`config.mk`:
```
export PLATFORM = sky130hd
export DESIGN_NAME = rtst_tag_cam
export DESIGN_NICKNAME = d
export VERILOG_FILES = /design/src/sv/rtst_pkg.sv /design/src/sv/rtst_tag_cam.sv
export SDC_FILE = /design/constraint.sdc
export NUM_CORES = 1
export LEC_CHECK = 0
export ABC_CLOCK_PERIOD_IN_PS = 3300
export BUFFER_PORTS_ARGS = -buffer_cell sky130_fd_sc_hd__buf_2
export CAP_MARGIN = 10
export CORE_MARGIN = 3
export CORE_UTILIZATION = 40
export CTS_CLUSTER_DIAMETER = 120
export CTS_CLUSTER_SIZE = 10
export DETAILED_ROUTE_END_ITERATION = 6
export PLACE_DENSITY = 0.52
export SETUP_SLACK_MARGIN = 0.05
export SLEW_MARGIN = 20
export SYNTH_ARGS = -nofsm -noshare
export SYNTH_HDL_FRONTEND = slang
export SYNTH_SLANG_ARGS = --single-unit
```
`constraint.sdc`:
```
create_clock -name i_clk -period 3.3 [get_ports i_clk]
set_input_delay 0.495 -clock i_clk [delete_from_list [all_inputs] [get_ports i_clk]]
set_output_delay 0.495 -clock i_clk [all_outputs]
set_load 0.01 [all_outputs]
```
`src/sv/rtst_pkg.sv`:
```
package rtst_pkg;

    localparam int SLOTS_DEF    = 32;
    localparam int TAG_BITS_DEF = 16;
    localparam int TIME_BITS_DEF = 48;

    localparam logic [1:0] OP_BEGIN = 2'd0;
    localparam logic [1:0] OP_END   = 2'd1;
    localparam logic [1:0] OP_CLEAR = 2'd2;

    localparam logic [2:0] ST_BEGIN_OLD = 3'd0;
    localparam logic [2:0] ST_BEGIN_NEW = 3'd1;
    localparam logic [2:0] ST_END_DONE  = 3'd2;
    localparam logic [2:0] ST_FULL      = 3'd3;
    localparam logic [2:0] ST_NOT_FOUND = 3'd4;
    localparam logic [2:0] ST_CLEARED   = 3'd5;

    typedef struct packed {
        logic [1:0]  operation;
        logic [15:0] region_tag;
        logic [47:0] timestamp;
    } t_in;

    typedef struct packed {
        logic [2:0]  status;
        logic [4:0]  slot_index;
        logic [47:0] duration;
        logic [31:0] call_count;
        logic [63:0] total_ticks;
        logic [47:0] min_first;
        logic [47:0] min_second;
        logic [47:0] max_first;
        logic [47:0] max_second;
    } t_out;

    // tag lookup outcome
    typedef struct packed {
        logic hit;
        logic full;
    } t_look;

endpackage

```
`src/sv/rtst_tag_cam.sv`:
```
module rtst_tag_cam #(
    parameter int SLOTS    = rtst_pkg::SLOTS_DEF,
    parameter int TAG_BITS = rtst_pkg::TAG_BITS_DEF
) (
    input  logic                                      i_clk,
    input  logic                                      i_rst_n,
    input  logic [TAG_BITS-1:0]                       i_tag,
    input  logic                                      i_alloc,
    input  logic                                      i_clear,
    output rtst_pkg::t_look                           o_look,
    output logic [((SLOTS > 1) ? $clog2(SLOTS) : 1)-1:0] o_idx
);
    import rtst_pkg::*;

    localparam int IDX_W  = (SLOTS > 1) ? $clog2(SLOTS) : 1;
    localparam int FILL_W = $clog2(SLOTS + 1);

    logic [TAG_BITS-1:0] r_tag [SLOTS];
    logic [FILL_W-1:0]   r_fill;
    logic [SLOTS-1:0]    w_match;
    logic [IDX_W-1:0]    w_enc;

    // valid slots always form a prefix: allocation takes the first free one
    // and the only release is a clear or reset of the whole table
    always_comb begin
        w_enc = '0;
        for (int i = 0; i < SLOTS; i++) begin
            w_match[i] = (FILL_W'(i) < r_fill) && (r_tag[i] == i_tag);
            if (w_match[i]) begin
                w_enc = w_enc | IDX_W'(i);
            end
        end
    end

    assign o_look.hit  = |w_match;
    assign o_look.full = (r_fill == FILL_W'(SLOTS));
    assign o_idx       = o_look.hit ? w_enc : r_fill[IDX_W-1:0];

    always_ff @(posedge i_clk) begin
        if (!i_rst_n) begin
            r_fill <= '0;
        end else if (i_clear) begin
            r_fill <= '0;
        end else if (i_alloc) begin
            r_fill <= r_fill + 1'b1;
        end
    end

    always_ff @(posedge i_clk) begin
        if (i_alloc) begin
            r_tag[r_fill[IDX_W-1:0]] <= i_tag;
        end
    end

endmodule

```
==> results by group <==
Setup path
  – CP startpoint kind: register
  – Reg2Reg Setup Slack: 1.25 ns
  – Cell depth of the worst flop-to-flop path: 7
  – CP endpoint kind: output port
  – Reg-to-reg endpoint: r_tag[20][10]
  – Crit-path max FO: 5
  – R2r startpoint: r_fill[4]
  – Critical path class: register to output port
  – Critical Path RT: 2.80 ns
  – Crit path arrival time: 3.23 ns

Timing
  – Fmax: 0.269 GHz
  – Final setup viols: 6
  – Worst Max-Slew Pin Slew: 0.649 ns
  – RSZ-0062 raised after global routing: yes
  – Worst rel slew slack: 56.4%
  – Final setup margin: -0.422 ns
  – Count of final max-slew check failures: 0
  – Hold Vio Cnt, Final: 0
  – Minimum clock period after layout: 3.72 ns
  – Worst Clk Skew: 0.0144 ns
  – Period utilization: 113%

Finish
  – Final Util: 50.2%
  – Antenna Cells: 0
  – Most common cell after layout, fill and taps aside: edfxtp_1
  – Nets: 1780
  – Share of layout cells above drive strength 1: 24.1%
  – Most frequent cells in the layout: 512 x edfxtp_1, 365 x xor2_1, 262 x buf_4, 150 x xnor2_1, 87 x nor4_1
  – Area growth from synthesis to layout: 23.3%

Routing
  – Total Wirelength: 57.5 mm
  – Post-DR wirelength/cell: 22.6 um
  – Router iterations before antenna repair: 5
  – Post-route DRC: 0
  – Vias: 12500
  – Antenna-violating nets left: 0
  – Routed vias/inst: 4.93
  – First DRT Iteration DRCs: 935

CTS
  – Clock latency on the worst-skew pair: 0.60 ns
  – Hold buffers post-CTS: 0
  – CTS buffer count: 57
  – Clock sinks: 518
  – CTS root buffer: clkbuf_16
  – Depth of the CTS H-tree: 2
  – CTS clk-pin slew, worst paths: 0.06 ns
  – CTS tree: done
  – Clock Tree Buf Depth: 3

Placement
  – Setup WS pre-CTS: -0.498 ns
  – PortBufs: 26
  – Final Wtd Congestion: 0.908
  – Post-DP HPWL: 38.8 mm

Die
  – Initial Utilization: 40.7%
  – Row count: 86
  – I/O pin count: 27
  – CORE AREA: 55400 um^2
  – Die Span X: 243 um
  – Die footprint: 59300 um^2
  – Die height: 243 um

Synthesis
  – Synth Net Count: 1474
  – Syn Area/Cell: 15.6 um^2
  – Ys async rst share: 0%
  – Register bit total from synthesis: 518
  – Post-synth EDFFs: 512
  – Post-synthesis sequential area ratio: 68.7%
  – Largest cells by area after synthesis: edfxtp_1 68%, xor2_1 14%, xnor2_1 5.8%
  – Yosys warns: 0
  – Mapped Cells: 1449
  – Synth unique cells: 43
  – Leading area contributor after synthesis: edfxtp_1
  – Synth top area share: 68.2%
  – Synthesized cell area: 22600 um^2
  – Post-synth top flop: edfxtp_1

Global routing
  – First-pass GRT wire length: 85.3 mm
  – Vias in the first global route: 12500
  – Initial antenna violation count: 2
  – Largest net degree at the start of global routing: 29
  – Overall routing resource usage: 19.4%
  – Global route total overflow: 0

Status
  – Violated checks: setup timing
  – Status: finished with violations

Min path
  – Worst hold start: i_tag[7]
  – Worst Hold End: r_tag[15][7]
  – Path type of the worst min-delay path: input pin to register
  – Hold depth: 1

Power and ir drop
  – Pleak: 9.55 nW
  – VDD IR max: 0.000369 V
  – Power per cell area: 503 nW/um^2

Flow run
  – Max_cap viols: 0
==> synth_stat cells, types with 2 or more instances <==
| cell type | count |
|---|---|
| edfxtp_1 | 512 |
| a21oi_1 | 10 |
| xor2_1 | 365 |
| nor2_1 | 48 |
| o2111ai_1 | 2 |
| buf_2 | 20 |
| o22ai_1 | 6 |
| nand4_1 | 39 |
| buf_4 | 24 |
| nor4_1 | 92 |
| or4_1 | 2 |
| nand3_1 | 24 |
| nor3_1 | 24 |
| o32ai_1 | 2 |
| a211oi_1 | 2 |
| a41oi_1 | 2 |
| inv_1 | 9 |
| clkbuf_1 | 7 |
| xnor2_1 | 150 |
| a2111oi_0 | 4 |
| nand2_1 | 24 |
| or3_1 | 8 |
| dfxtp_1 | 6 |
| o21ai_0 | 17 |
| buf_6 | 25 |
| mux2_2 | 4 |
| ha_1 | 5 |
==> what timing repair did <==
action | in CTS | in global routing
setup buffers | 6 | 2
resized for setup | 36 | 24
pin swaps | 6 | 8
endpoints found under the setup margin | 6 | 6
endpoints found under the hold margin | 0 | 0
==> cell families after synthesis <==
family / after synthesis / share of synthesized area [%]
AOI/OAI and AO/OA: 50 / 1.43
xor gates and xnor gates: 515 / 20.0
adders and majority gates: 5 / 0.277
buffers and inverters: 86 / 2.77
DFF: 518 / 68.7
muxes: 5 / 0.244
and+or+nand+nor: 270 / 6.59
==> worst max-delay path, stage by stage, from the launching register on <==
cell,delay [ns]
dfxtp_4,0.36
buf_6,0.12
or3_4,0.40
nor2_4,0.10
buf_6,0.14
nor2_4,0.04
o2bb2ai_4,0.15
nor4_4,0.29
nand3_2,0.14
nor3_4,0.36
mux2_4,0.38
buf_6,0.13
==> area by class of cell <==
cell class              instances  area (um^2)
fillers                      4714        27600
flip-flops and latches        518        15500
multi-input cells             845         6670
repair buffers                324         3040
clock buffers                  95         1620
well taps                     748          936
inverters                       9         37.5
clock inverters                 1         8.76
==> registers in the layout, indices dropped and copies added (netlist names) <==
name,count
r_fill,6
r_tag,512
==> metal layers <==
layer	track usage, %	up-vias	share of wire [%]
li1	-	5892	-
met1	28.7	6309	49
met2	29.8	241	45
met3	3.80	72	4.6
met4	4.08	0	1.6
met5	0	-	0
==> worst max-delay path by stage <==
stage	start	to	depth (start not counted)
after floorplan	r_fill[1]	o_idx[0]	11
after global placement	i_tag[11]	o_idx[1]	11
after detailed placement	i_tag[9]	o_idx[1]	13
after CTS	r_fill[4]	o_idx[1]	11
after global routing	r_fill[4]	o_idx[0]	11
final	r_fill[4]	o_idx[0]	11
==> power breakdown <==
group	internal (mW)	leakage, nW	switching (mW)
registers	7.25	4.66	0.00863
clock network	3.30	0.780	2.48
logic	0.422	4.11	0.532
==> per-stage QoR <==
step	power, mW	std cells	TNS, ns	hold slack [ns]	area, um^2
after CTS	14.2	2539	-2.27	0.186	27700
after global placement	8.35	2437	-2.11	0.696	25900
after detailed placement	8.36	2437	-2.74	0.714	25900
after floorplan	7.84	1449	0	0.578	22600
final	14.0	2540	-2.20	0.221	27800
after global routing	14.5	2540	-2.80	0.201	27800
Power figures use the tool's default switching activity.
